--- src/spwm_pkg.sv ---
`timescale 1ns / 1ps

package spwm_pkg;

	localparam int unsigned PERIOD_TICKS = 320000;

	localparam int CNT_W = $clog2(PERIOD_TICKS);
	localparam int FLD_W = 19;
	localparam int W_W   = (CNT_W > FLD_W) ? CNT_W : FLD_W;
	localparam int ANG_W = 8;
	localparam int STP_W = 16;
	localparam int MS_W  = 16;
	localparam int OUT_W = 16;

	localparam logic [CNT_W-1:0] LOAD_C = CNT_W'(PERIOD_TICKS - 1);
	localparam logic [W_W-1:0]   LOAD_W = W_W'(PERIOD_TICKS - 1);
	localparam logic [W_W-1:0]   RST_WIDTH =
		(24000 > PERIOD_TICKS - 1) ? LOAD_W : W_W'(24000);

	localparam logic [FLD_W-1:0] RST_MIN  = FLD_W'(12000);
	localparam logic [FLD_W-1:0] RST_MAX  = FLD_W'(36000);
	localparam logic [STP_W-1:0] RST_STEP = STP_W'(150);
	localparam logic [MS_W-1:0]  RST_MOVE = MS_W'(800);

	localparam logic [ANG_W-1:0] ANG_MAX  = ANG_W'(180);
	localparam int               ANG_HALF = 90;

	// angle * span + 90, then floor(x / 180) = ((x >> 2) * ceil(2^31 / 45)) >> 31,
	// exact for x below 2^27
	localparam int RND_W   = ANG_W + FLD_W;
	localparam int RECIP_K = 31;

	localparam int MUL_A_W = RND_W - 2;
	localparam int MUL_B_W = 26;
	localparam int MUL_W   = MUL_A_W + MUL_B_W;
	localparam logic [MUL_B_W-1:0] RECIP_M = MUL_B_W'(47721859);

	localparam int DIV_W   = W_W + MS_W;
	localparam int DVS_W   = FLD_W;
	localparam int DCNT_W  = $clog2(DIV_W + 1);

	localparam int PADDR_W = 4;
	localparam int PDATA_W = 32;

	localparam logic [1:0] REG_MIN_WIDTH  = 2'd0;
	localparam logic [1:0] REG_MAX_WIDTH  = 2'd1;
	localparam logic [1:0] REG_STEP_TICKS = 2'd2;
	localparam logic [1:0] REG_MOVE_MS    = 2'd3;

	localparam logic [2:0] CMD_TICK      = 3'd0;
	localparam logic [2:0] CMD_SET_WIDTH = 3'd1;
	localparam logic [2:0] CMD_SET_ANGLE = 3'd2;
	localparam logic [2:0] CMD_STEP_UP   = 3'd3;
	localparam logic [2:0] CMD_STEP_DOWN = 3'd4;

	typedef struct packed {
		logic [2:0]       command;
		logic [FLD_W-1:0] value;
	} in_beat_t;

	typedef struct packed {
		logic             pwm_level;
		logic [FLD_W-1:0] requested_width;
		logic [FLD_W-1:0] active_width;
		logic [OUT_W-1:0] move_wait_ms;
		logic             period_start;
	} out_beat_t;

	typedef struct packed {
		logic             start;
		logic [DIV_W-1:0] dividend;
		logic [DVS_W-1:0] divisor;
	} div_req_t;

	typedef struct packed {
		logic             done;
		logic [DIV_W-1:0] quotient;
	} div_stat_t;

	typedef struct packed {
		logic           level;
		logic           start;
		logic [W_W-1:0] live;
	} tmr_stat_t;

	typedef enum logic [7:0] {
		ST_IDLE  = 8'b0000_0001,
		ST_MUL1  = 8'b0000_0010,
		ST_RECIP = 8'b0000_0100,
		ST_TGT   = 8'b0000_1000,
		ST_DIFF  = 8'b0001_0000,
		ST_MUL2  = 8'b0010_0000,
		ST_DIV2  = 8'b0100_0000,
		ST_FIN   = 8'b1000_0000
	} state_t;

	function automatic logic [W_W-1:0] clamp_width(input logic [W_W:0] w);
		logic [W_W-1:0] r;
		if (w > {1'b0, LOAD_W}) begin
			r = LOAD_W;
		end else if (w == '0) begin
			r = W_W'(1);
		end else begin
			r = w[W_W-1:0];
		end
		return r;
	endfunction

endpackage

--- src/spwm_div.sv ---
`timescale 1ns / 1ps

module spwm_div (
	input  logic                 clk,
	input  logic                 arst_n,
	input  spwm_pkg::div_req_t   req,
	output spwm_pkg::div_stat_t  stat
);

	logic [spwm_pkg::DIV_W-1:0]  quot_q;
	logic [spwm_pkg::DVS_W-1:0]  rem_q;
	logic [spwm_pkg::DVS_W-1:0]  dvs_q;
	logic [spwm_pkg::DCNT_W-1:0] cnt_q;
	logic                        busy_q;
	logic                        done_q;
	logic [spwm_pkg::DVS_W:0]    rem_sh;
	logic                        fits;

	assign rem_sh = {rem_q, quot_q[spwm_pkg::DIV_W-1]};
	assign fits   = rem_sh >= {1'b0, dvs_q};

	always_ff @(posedge clk or negedge arst_n) begin
		if (!arst_n) begin
			busy_q <= 1'b0;
			done_q <= 1'b0;
			cnt_q  <= '0;
		end else begin
			done_q <= 1'b0;
			if (req.start) begin
				busy_q <= 1'b1;
				cnt_q  <= spwm_pkg::DCNT_W'(spwm_pkg::DIV_W);
			end else if (busy_q) begin
				cnt_q <= cnt_q - 1'b1;
				if (cnt_q == spwm_pkg::DCNT_W'(1)) begin
					busy_q <= 1'b0;
					done_q <= 1'b1;
				end
			end
		end
	end

	always_ff @(posedge clk) begin
		if (req.start) begin
			quot_q <= req.dividend;
			rem_q  <= '0;
			dvs_q  <= req.divisor;
		end else if (busy_q) begin
			quot_q <= {quot_q[spwm_pkg::DIV_W-2:0], fits};
			rem_q  <= fits ? spwm_pkg::DVS_W'(rem_sh - {1'b0, dvs_q})
			               : rem_sh[spwm_pkg::DVS_W-1:0];
		end
	end

	assign stat.done     = done_q;
	assign stat.quotient = quot_q;

endmodule

--- src/spwm_timer.sv ---
`timescale 1ns / 1ps

module spwm_timer (
	input  logic                       clk,
	input  logic                       arst_n,
	input  logic                       tick,
	input  logic [spwm_pkg::W_W-1:0]   pend,
	output spwm_pkg::tmr_stat_t        stat
);

	logic [spwm_pkg::CNT_W-1:0] count_q;
	logic [spwm_pkg::W_W-1:0]   live_q;
	logic [spwm_pkg::CNT_W-1:0] count_nxt;
	logic [spwm_pkg::W_W-1:0]   live_nxt;
	logic                       wrap;

	assign wrap      = tick && (count_q == '0);
	assign count_nxt = wrap ? spwm_pkg::LOAD_C : (tick ? count_q - 1'b1 : count_q);
	assign live_nxt  = wrap ? pend : live_q;

	always_ff @(posedge clk or negedge arst_n) begin
		if (!arst_n) begin
			count_q <= spwm_pkg::LOAD_C;
			live_q  <= spwm_pkg::RST_WIDTH;
		end else begin
			count_q <= count_nxt;
			live_q  <= live_nxt;
		end
	end

	assign stat.start = wrap;
	assign stat.live  = live_nxt;
	assign stat.level = ((spwm_pkg::W_W+1)'(count_nxt) + (spwm_pkg::W_W+1)'(live_nxt))
	                    > {1'b0, spwm_pkg::LOAD_W};

endmodule

--- src/servo_pwm_angle_controller_core.sv ---
`timescale 1ns / 1ps

// channel | handshake           | payload
// --------+---------------------+---------------------------------------------
// in      | in_valid / in_stall | in_data: command, value
// out     | out_valid/out_stall | out_data: level, widths, move wait, start
// cfg     | APB psel/penable    | paddr[3:2] selects min, max, step, move ms
//
// Tick, set width, step and unknown commands go from idle straight to finish.
// Set angle: two shared multiplier passes for the angle mapping (divide by 180 as
// a reciprocal product), then the restoring divider for the move wait, one quotient
// bit a cycle. When span <= 0 the move wait and its divide are skipped.
// Reset restores calibration defaults, the period count and both widths.
// A beat is taken while a result waits; the next result holds until out_stall drops.

module servo_pwm_angle_controller_core (
	input  logic                           clk,
	input  logic                           arst_n,
	input  logic                           in_valid,
	output logic                           in_stall,
	input  spwm_pkg::in_beat_t             in_data,
	output logic                           out_valid,
	input  logic                           out_stall,
	output spwm_pkg::out_beat_t            out_data,
	input  logic                           psel,
	input  logic                           penable,
	input  logic                           pwrite,
	input  logic [spwm_pkg::PADDR_W-1:0]   paddr,
	input  logic [spwm_pkg::PDATA_W-1:0]   pwdata,
	output logic [spwm_pkg::PDATA_W-1:0]   prdata,
	output logic                           pready
);

	logic [spwm_pkg::FLD_W-1:0] min_q;
	logic [spwm_pkg::FLD_W-1:0] max_q;
	logic [spwm_pkg::STP_W-1:0] step_q;
	logic [spwm_pkg::MS_W-1:0]  move_q;

	spwm_pkg::state_t           state_q;
	logic [2:0]                 cmd_q;
	logic [spwm_pkg::FLD_W-1:0] val_q;
	logic [spwm_pkg::ANG_W-1:0] ang_q;
	logic                       neg_q;
	logic [spwm_pkg::FLD_W-1:0] mag_q;
	logic [spwm_pkg::FLD_W-1:0] target_q;
	logic [spwm_pkg::W_W-1:0]   diff_q;
	logic [spwm_pkg::MUL_W-1:0] mul_q;
	logic [spwm_pkg::OUT_W-1:0] wait_q;
	logic                       div_go_q;
	logic [spwm_pkg::W_W-1:0]   pending_q;
	logic                       out_valid_q;
	spwm_pkg::out_beat_t        out_q;

	logic                         accept;
	logic                         fin_go;
	logic                         cfg_wr;
	logic [1:0]                   cfg_idx;
	logic [spwm_pkg::RND_W-1:0]   rnd_sum;
	logic [spwm_pkg::FLD_W-1:0]   q_w;
	logic [spwm_pkg::MUL_A_W-1:0] mul_a;
	logic [spwm_pkg::MUL_B_W-1:0] mul_b;
	logic [spwm_pkg::MUL_W-1:0]   mul_p;
	logic [spwm_pkg::W_W-1:0]     pend_nxt;
	logic [spwm_pkg::W_W-1:0]     tgt_w;
	spwm_pkg::div_req_t           div_req;
	spwm_pkg::div_stat_t          div_stat;
	spwm_pkg::tmr_stat_t          tmr_stat;

	assign pready  = 1'b1;
	assign cfg_wr  = psel && penable && pwrite;
	assign cfg_idx = paddr[3:2];

	always_ff @(posedge clk or negedge arst_n) begin
		if (!arst_n) begin
			min_q  <= spwm_pkg::RST_MIN;
			max_q  <= spwm_pkg::RST_MAX;
			step_q <= spwm_pkg::RST_STEP;
			move_q <= spwm_pkg::RST_MOVE;
		end else if (cfg_wr) begin
			case (cfg_idx)
				spwm_pkg::REG_MIN_WIDTH:  min_q  <= pwdata[spwm_pkg::FLD_W-1:0];
				spwm_pkg::REG_MAX_WIDTH:  max_q  <= pwdata[spwm_pkg::FLD_W-1:0];
				spwm_pkg::REG_STEP_TICKS: step_q <= pwdata[spwm_pkg::STP_W-1:0];
				spwm_pkg::REG_MOVE_MS:    move_q <= pwdata[spwm_pkg::MS_W-1:0];
				default: ;
			endcase
		end
	end

	always_comb begin
		case (cfg_idx)
			spwm_pkg::REG_MIN_WIDTH:  prdata = spwm_pkg::PDATA_W'(min_q);
			spwm_pkg::REG_MAX_WIDTH:  prdata = spwm_pkg::PDATA_W'(max_q);
			spwm_pkg::REG_STEP_TICKS: prdata = spwm_pkg::PDATA_W'(step_q);
			spwm_pkg::REG_MOVE_MS:    prdata = spwm_pkg::PDATA_W'(move_q);
			default:                  prdata = '0;
		endcase
	end

	assign in_stall = (state_q != spwm_pkg::ST_IDLE);
	assign accept   = in_valid && !in_stall;
	assign fin_go   = (state_q == spwm_pkg::ST_FIN) && (!out_valid_q || !out_stall);

	// angle * span + 90, quarter taken ahead of the reciprocal of 45
	assign rnd_sum = spwm_pkg::RND_W'(mul_q) + spwm_pkg::RND_W'(spwm_pkg::ANG_HALF);
	assign q_w     = mul_q[spwm_pkg::RECIP_K +: spwm_pkg::FLD_W];

	// shared multiplier: angle * span, reciprocal, then distance * move time
	always_comb begin
		case (state_q)
			spwm_pkg::ST_MUL1: begin
				mul_a = spwm_pkg::MUL_A_W'(ang_q);
				mul_b = spwm_pkg::MUL_B_W'(mag_q);
			end
			spwm_pkg::ST_RECIP: begin
				mul_a = rnd_sum[spwm_pkg::RND_W-1:2];
				mul_b = spwm_pkg::RECIP_M;
			end
			default: begin
				mul_a = spwm_pkg::MUL_A_W'(diff_q);
				mul_b = spwm_pkg::MUL_B_W'(move_q);
			end
		endcase
	end
	assign mul_p = spwm_pkg::MUL_W'(mul_a) * spwm_pkg::MUL_W'(mul_b);

	assign div_req.start    = div_go_q;
	assign div_req.dividend = spwm_pkg::DIV_W'(mul_q);
	assign div_req.divisor  = mag_q;

	spwm_div u_div (
		.clk    (clk),
		.arst_n (arst_n),
		.req    (div_req),
		.stat   (div_stat)
	);

	always_ff @(posedge clk or negedge arst_n) begin
		if (!arst_n) begin
			state_q  <= spwm_pkg::ST_IDLE;
			div_go_q <= 1'b0;
		end else begin
			div_go_q <= 1'b0;
			case (state_q)
				spwm_pkg::ST_IDLE: begin
					if (accept) begin
						state_q <= (in_data.command == spwm_pkg::CMD_SET_ANGLE)
							? spwm_pkg::ST_MUL1 : spwm_pkg::ST_FIN;
					end
				end
				spwm_pkg::ST_MUL1: begin
					state_q <= spwm_pkg::ST_RECIP;
				end
				spwm_pkg::ST_RECIP: begin
					state_q <= spwm_pkg::ST_TGT;
				end
				spwm_pkg::ST_TGT: begin
					state_q <= (!neg_q && mag_q != '0) ? spwm_pkg::ST_DIFF : spwm_pkg::ST_FIN;
				end
				spwm_pkg::ST_DIFF: begin
					state_q <= spwm_pkg::ST_MUL2;
				end
				spwm_pkg::ST_MUL2: begin
					div_go_q <= 1'b1;
					state_q  <= spwm_pkg::ST_DIV2;
				end
				spwm_pkg::ST_DIV2: begin
					if (div_stat.done) begin
						state_q <= spwm_pkg::ST_FIN;
					end
				end
				spwm_pkg::ST_FIN: begin
					if (fin_go) begin
						state_q <= spwm_pkg::ST_IDLE;
					end
				end
				default: state_q <= spwm_pkg::ST_IDLE;
			endcase
		end
	end

	always_ff @(posedge clk) begin
		if (accept) begin
			cmd_q  <= in_data.command;
			val_q  <= in_data.value;
			ang_q  <= (in_data.value > spwm_pkg::FLD_W'(spwm_pkg::ANG_MAX))
				? spwm_pkg::ANG_MAX : in_data.value[spwm_pkg::ANG_W-1:0];
			neg_q  <= max_q < min_q;
			mag_q  <= (max_q < min_q) ? min_q - max_q : max_q - min_q;
			wait_q <= '0;
		end
		if (state_q == spwm_pkg::ST_MUL1 || state_q == spwm_pkg::ST_RECIP
				|| state_q == spwm_pkg::ST_MUL2) begin
			mul_q <= mul_p;
		end
		if (state_q == spwm_pkg::ST_TGT) begin
			target_q <= neg_q ? min_q - q_w : min_q + q_w;
		end
		if (state_q == spwm_pkg::ST_DIFF) begin
			diff_q <= (tgt_w > pending_q) ? tgt_w - pending_q : pending_q - tgt_w;
		end
		if (state_q == spwm_pkg::ST_DIV2 && div_stat.done) begin
			wait_q <= (|div_stat.quotient[spwm_pkg::DIV_W-1:spwm_pkg::OUT_W])
				? '1 : div_stat.quotient[spwm_pkg::OUT_W-1:0];
		end
	end

	assign tgt_w = spwm_pkg::W_W'(target_q);

	always_comb begin
		case (cmd_q)
			spwm_pkg::CMD_SET_WIDTH:
				pend_nxt = spwm_pkg::clamp_width((spwm_pkg::W_W+1)'(val_q));
			spwm_pkg::CMD_SET_ANGLE:
				pend_nxt = spwm_pkg::clamp_width((spwm_pkg::W_W+1)'(target_q));
			spwm_pkg::CMD_STEP_UP:
				pend_nxt = spwm_pkg::clamp_width((spwm_pkg::W_W+1)'(pending_q)
					+ (spwm_pkg::W_W+1)'(step_q));
			spwm_pkg::CMD_STEP_DOWN:
				pend_nxt = (pending_q > spwm_pkg::W_W'(step_q))
					? spwm_pkg::clamp_width((spwm_pkg::W_W+1)'(pending_q
						- spwm_pkg::W_W'(step_q)))
					: spwm_pkg::clamp_width('0);
			default:
				pend_nxt = pending_q;
		endcase
	end

	spwm_timer u_timer (
		.clk    (clk),
		.arst_n (arst_n),
		.tick   (fin_go && cmd_q == spwm_pkg::CMD_TICK),
		.pend   (pending_q),
		.stat   (tmr_stat)
	);

	always_ff @(posedge clk or negedge arst_n) begin
		if (!arst_n) begin
			pending_q   <= spwm_pkg::RST_WIDTH;
			out_valid_q <= 1'b0;
		end else begin
			if (fin_go) begin
				pending_q   <= pend_nxt;
				out_valid_q <= 1'b1;
			end else if (out_valid_q && !out_stall) begin
				out_valid_q <= 1'b0;
			end
		end
	end

	always_ff @(posedge clk) begin
		if (fin_go) begin
			out_q.pwm_level       <= tmr_stat.level;
			out_q.requested_width <= pend_nxt[spwm_pkg::FLD_W-1:0];
			out_q.active_width    <= tmr_stat.live[spwm_pkg::FLD_W-1:0];
			out_q.move_wait_ms    <= wait_q;
			out_q.period_start    <= tmr_stat.start;
		end
	end

	assign out_valid = out_valid_q;
	assign out_data  = out_q;

	a_out_from_fin: assert property (@(posedge clk) disable iff (!arst_n)
		$rose(out_valid_q) |-> $past(state_q == spwm_pkg::ST_FIN))
		else $error("result raised outside finish state");

	a_div_go_state: assert property (@(posedge clk) disable iff (!arst_n)
		div_go_q |-> (state_q == spwm_pkg::ST_DIV2))
		else $error("divider started outside the divide state");

	a_pending_nonzero: assert property (@(posedge clk) disable iff (!arst_n)
		pending_q != '0)
		else $error("pending width reached zero");

endmodule
--- config.mk ---
export PLATFORM = sky130hd
export DESIGN_NAME = servo_pwm_angle_controller_core
export DESIGN_NICKNAME = d
export VERILOG_FILES = /design/src/spwm_pkg.sv /design/src/spwm_div.sv /design/src/spwm_timer.sv /design/src/servo_pwm_angle_controller_core.sv
export SDC_FILE = /design/constraint.sdc
export NUM_CORES = 2
export LEC_CHECK = 0
export ABC_AREA = 1
export BUFFER_PORTS_ARGS = -buffer_cell sky130_fd_sc_hd__buf_2
export CORE_MARGIN = 2
export CORE_UTILIZATION = 48
export DETAILED_ROUTE_END_ITERATION = 6
export PLACE_DENSITY = 0.75
export SYNTH_ARGS = -nofsm -noshare
export SYNTH_HDL_FRONTEND = slang
export SYNTH_HIERARCHICAL = 1
export SYNTH_SLANG_ARGS = --single-unit
--- constraint.sdc ---
create_clock -name clk -period 9.45 [get_ports clk]
set_input_delay 1.89 -clock clk [delete_from_list [all_inputs] [get_ports clk]]
set_output_delay 1.89 -clock clk [all_outputs]
set_load 0.02 [all_outputs]
# Word-level counts from Yosys, hierarchy flattened
# Index checks and enable logic that the tools add are counted.
[totals]
regBits = 428
in_bits = 65
wordCells = 150
[op_classes]
n_addsub = 13
mul = 1
n_lt_le_gt_ge = 10
n_eq_ne = 21
mux = 42
n_reduce_logical = 33
[op_table]
columns = ["cell", "n"]
rows = [
  ["two-way mux 19 bit", 16],
  ["case mux 32 bit (4 select lines)", 1],
  ["subtractor 19 bit", 6],
  ["case mux 19 bit (4 select lines)", 1],
  ["two-way mux 35 bit", 2],
  ["case mux 8 bit (8 select lines)", 1],
  ["greater-than comparator 20 x 19 -> 1 bit, second input constant", 3],
  ["zero test 19 bit", 3],
  ["case mux 26 bit (2 select lines)", 1],
  ["multiplier 25 x 26 -> 50 bit", 1],
  ["case mux 25 bit (2 select lines)", 1],
  ["two-way mux 16 bit", 3],
  ["zero test 20 bit", 2],
  ["two-way mux 8 bit", 5],
  ["greater-than comparator 19 bit, second input constant", 2],
  ["adder 27 x 7 -> 27 bit, second input constant", 1],
  ["adder 19 x 16 -> 20 bit", 1],
  ["adder 19 x 19 -> 20 bit", 1],
  ["greater-or-equal comparator 20 x 19 -> 1 bit", 1],
  ["subtractor 19 x 16 -> 20 bit", 1],
  ["adder 19 bit", 1],
  ["greater-than comparator 19 x 16 -> 1 bit", 1],
  ["greater-than comparator 19 bit", 1],
  ["greater-than comparator 19 x 8 -> 1 bit, second input constant", 1],
  ["32 further kinds", 63],
]

# Logic depth before layout (Yosys ltp)
[depth]
ltp_word = 8
depth_mapped = 43
mapped_depth_nobuf = 42

# By module
# The synthesis kept the hierarchy.
[modules_own_cells]
columns = ["mod", "n_inst", "cells_each", "area_each_um2", "seq_area_each_um2"]
rows = [
  ["servo_pwm_angle_controller_core", 1, 4738, 39455.3, 8817.2],
  ["spwm_div", 1, 609, 4642.0, 2202.1],
  ["spwm_timer", 1, 489, 3134.3, 975.9],
]

# Worst setup path after synthesis
# No wires, ideal clock.
[synth_timing]
path_kind = "register to register"
start = "register mul_q[1] in the netlist's numbering"
end = "register mul_q[49] in the netlist's numbering (data pin)"
arrival_ns = 7.213
path_slack_ns = 1.976
path_stages_with_launch = 38
path_buffers = 1
cell_sequence = "edfxtp_1 ha_1 nor2_1 nand2_1 nand2_1 nand2_1 nand2_1 nor3b_1 nor2_1 clkinv_1 buf_2 nand2_1 fa_1 inv_1 fa_1 inv_1 fa_1 inv_1 [2 not listed] fa_1 inv_1 fa_1 inv_1 ha_1 a21oi_1 inv_1 nor2_1 o21ai_0 nand2_1 nand2_1 a21oi_1 o21bai_1 nand2_1 o211ai_1 nand2_1 nand3_1 xor2_1"
[synth_via]
elab_chain_len = 3
[synth_rtl]
columns = ["element", "line", "rtl"]
rows = [
  ["start: declaration", "servo_pwm_angle_controller_core.sv:47", "logic [spwm_pkg::MUL_W-1:0] mul_q;"],
  ["start signal: assignment", "servo_pwm_angle_controller_core.sv:194", "mul_q <= mul_p;"],
  ["adder 27 x 7 -> 27 bit", "servo_pwm_angle_controller_core.sv:105", "assign rnd_sum = spwm_pkg::RND_W'(mul_q) + spwm_pkg::RND_W'(spwm_pkg::ANG_HALF);"],
  ["case mux 25 bit (2 select lines)", "servo_pwm_angle_controller_core.sv:110", "case (state_q)"],
  ["multiplier 25 x 26 -> 50 bit", "servo_pwm_angle_controller_core.sv:125", "assign mul_p = spwm_pkg::MUL_W'(mul_a) * spwm_pkg::MUL_W'(mul_b);"],
  ["named net mul_p, one bit", "servo_pwm_angle_controller_core.sv:62", "logic [spwm_pkg::MUL_W-1:0] mul_p;"],
]
# The timed path passes the listed nets, and every way through them passes these cells.
# A chain may end at the register's enable or synchronous reset.

# Worst setup path in the final report
[layout_timing]
start = "register state_q[6]"
end = "register mul_q[49] in the netlist's numbering (data pin)"
[layout_via]
elab_chain_len = 3
elab_cells_between_ends = 5
cone_classes = "mul: 1; eq/ne: 2; mux: 2"
[layout_rtl]
columns = ["element", "line", "rtl"]
rows = [
  ["start: declaration", "servo_pwm_angle_controller_core.sv:39", "spwm_pkg::state_t state_q;"],
  ["start signal: assignment", "servo_pwm_angle_controller_core.sv:140", "state_q <= spwm_pkg::ST_IDLE;"],
  ["start signal: assignment", "servo_pwm_angle_controller_core.sv:147", "state_q <= (in_data.command == spwm_pkg::CMD_SET_ANGLE)"],
  ["start signal: assignment", "servo_pwm_angle_controller_core.sv:152", "state_q <= spwm_pkg::ST_RECIP;"],
  ["equality test 8 x 3 -> 1 bit / equality test 8 x 2 -> 1 bit (equally long branches)", "servo_pwm_angle_controller_core.sv:110", ""],
  ["case mux 25 bit (2 select lines) / case mux 26 bit (2 select lines) (equally long branches)", "servo_pwm_angle_controller_core.sv:110", ""],
  ["multiplier 25 x 26 -> 50 bit (*)", "servo_pwm_angle_controller_core.sv:125", ""],
  ["named net mul_p, one bit", "servo_pwm_angle_controller_core.sv:62", ""],
]
# Mark *: on every way through the listed nets, which the timed path passes. The rest lies on a longest branch.

==> flow_summary.json <==
{
  "core_area_mm2": 0.0980,
  "cts-root-buf": "clkbuf_16",
  "ctsHoldBuffers": 0,
  "critPathKind": "reg -> reg",
  "arrival_ns": 9.30,
  "synth.top_cell.area_share_pct": 21.5,
  "status": "finished, final reports clean",
  "ant_nets": 0,
  "min_period_over_period_pct": 94.8,
  "place_hpwl_mm": 119,
  "clk_pin_slew_ns": 0.06,
  "crit_path_start_kind": "register",
  "synth_edf_count": 264,
  "grt_overflow_total": 0,
  "clock_latency_ns": 0.61,
  "drt_iter0_markers": 3318,
  "grt_antenna_before_repair": 0,
  "cpMostUsedCell": "fa_1",
  "slew_violations": 0,
  "cts_buffers": 45,
  "gp_congestion": 0.998,
  "fin_tns_setup_ns": 0,
  "cts_tree": "built",
  "hp-class": "reg -> reg",
  "cts_sinks": 428,
  "cts_setup_buffers": 0,
  "grt_pass1_wl_mm": 222,
  "rows": 115,
  "grtUsageMet2_pct": 47.8,
  "maxSlewHeadroom_pct": 18.2,
  "synthArstFlopShare_pct": 33.9,
  "synth_area_mm2": 0.0472,
  "finalSetupViolCount": 0,
  "crit_slowest_cell": "clkinv_1",
  "grt_pass1_vias": 39848,
  "drt-total-wl_mm": 142,
  "final_net_count": 7005,
  "max_freq_ghz": 0.112,
  "cts_max_path_buffers": 3,
  "synth.distinct_cells": 78,
  "dieArea_mm2": 0.101,
  "required_ns": 9.79,
  "drc_errors": 0,
  "yosys-top-cells-area": "fa_1 (22%), edfxtp_1 (17%), nand2_1 (11%)",
  "fp.dieH_um": 318,
  "use_met1_pct": 36.8,
  "via_per_inst": 5.34,
  "antenna_cells": 0,
  "critPathMaxFanout": 18,
  "ioPinCount": 156,
  "drive_above_1_share_pct": 7.65,
  "rsz0062_at_grt": "no",
  "initial_core_util_pct": 48.2,
  "cts_resized": 0,
  "die_width_um": 318,
  "post_drt_wl_per_cell_um": 19.3,
  "seq_area_frac_synth_pct": 25.4,
  "vias": 39471,
  "maxCapViolations": 0,
  "rrSetupSlack_ns": 0.49,
  "htreeDepth": 2,
  "post-route-min-period_ns": 8.96,
  "gr-max-usage-layer": "met2",
  "worstSetupEndpointType": "register",
  "drtPass1Iterations": 6,
  "synth-main-ff-cell": "edfxtp_1",
  "fin_skew_ns": 0.0249,
  "synth.largest_area_cell": "fa_1",
  "synthTopCellsByCount": "nand2_1 (1398), inv_1 (1221), fa_1 (508)",
  "grt_util_met3_pct": 2.87,
  "port_buffers": 126,
  "grt_max_degree": 75,
  "cpPeakStageDelay_ns": 0.68,
  "syn_area_per_cell_um2": 8.09,
  "netlist_instances": 5836,
  "hold_violations": 0,
  "grt_usage_pct": 28.2,
  "synth.ff_latch_count": 428,
  "synth.most_common_cell": "nand2_1",
  "syn_to_final_growth_pct": 8.52,
  "tightest_slew_ns": 1.22,
  "ys_warn_count": 6
}
-- per-stage QoR --
| step | worst slack (ns) | util (%) | instance area, µm² | cells | hold slack (ns) |
|---|---|---|---|---|---|
| global route | 0.0800 | 52.3 | 51300 | 7390 | 0.423 |
| finish | 0.489 | 52.3 | 51300 | 7390 | 0.421 |
| global placement | 0.655 | 50.8 | 49800 | 7306 | 0.407 |
| detailed placement | 0.635 | 50.8 | 49800 | 7306 | 0.405 |
| CTS | 0.585 | 52.3 | 51200 | 7390 | 0.419 |
| floorplan | 1.98 | - | 47700 | 5953 | 0.400 |
-- cells in the final DEF (no fill, tap or decap), types with 11 or more instances in the layout --
cell type,instances
and2_1,11
nand2_1,1396
o211ai_1,12
inv_2,28
buf_2,125
conb_1,119
xnor2_1,47
xor2_1,95
nand4_1,51
edfxtp_1,264
a31oi_1,22
inv_1,1219
nand2_2,31
dfrtp_1,97
buf_4,72
nor3_1,63
nor2_2,20
fa_1,508
o21ai_1,31
a21oi_1,260
o21a_1,13
a21o_1,12
ha_1,366
o21ai_0,230
o2111ai_1,15
nand3_1,210
clkbuf_16,45
nand3b_1,14
dfstp_2,47
nor4_1,30
nor2_1,413
dfxtp_1,19
-- flip-flops by register name (all words and copies together) (netlist names), 19 cells and up --
register,count
u_div/quot_q,35
min_q,19
diff_q,19
max_q,19
u_div/rem_q,19
u_timer/live_q,19
mag_q,19
u_timer/count_q,19
target_q,19
val_q,19
out_data,56
pending_q,19
u_div/dvs_q,19
mul_q,50
-- layout make-up --
cell class	instances	area (µm²)
clock inverter	27	279
inverter	1258	4730
fill	9150	46700
timing repair buffer	198	1180
clock buffer	57	1200
tap	1287	1610
multi-input combinational	4135	30300
sequential	428	12000
-- per-layer routing --
layer  routed length (µm)  vias to the layer above  share of wire [%]
li1                     -                    18572                  -
met1                58000                    19105                 41
met2                67900                     1498                 48
met3                 9540                      296                6.7
met4                 7010                        0                4.9
met5                    0                        -                  0
-- worst max-delay path, delay by kind of cell, from the launching register on --
kind / cells / cell delay, ns
fa+ha+maj: 8 / 3.83
compound gates: 6 / 1.15
buf+inv: 8 / 1.29
simple gates: 12 / 1.84
flops: 1 / 0.39
xor+xnor: 1 / 0.15
-- worst paths after layout --
check | start | endpoint | cells past startpoint
worst min register to register | wait_q[11] | out_data[12] | 0
max in group asynchronous | arst_n | min_q[18] | 2
worst min-delay path | wait_q[11] | out_data[12] | 0
worst max-delay path | state_q[6] | mul_q[49] | 35
min in group asynchronous | arst_n | u_timer/live_q[17] | 1
worst max register to register | state_q[6] | mul_q[49] | 35
-- cells by family after synthesis --
family	count (synthesis)	synth area share, %
simple gates	2295	20.4
buf+inv	1390	11.5
fa+ha+maj	874	31.2
compound gates	695	8.54
flops	428	25.4
xor+xnor	142	2.63
mux	10	0.228
other cells	2	0.0159
Power is not shown: default switching activity piles up to over one toggle a cycle in this logic, so the estimate is an artifact.
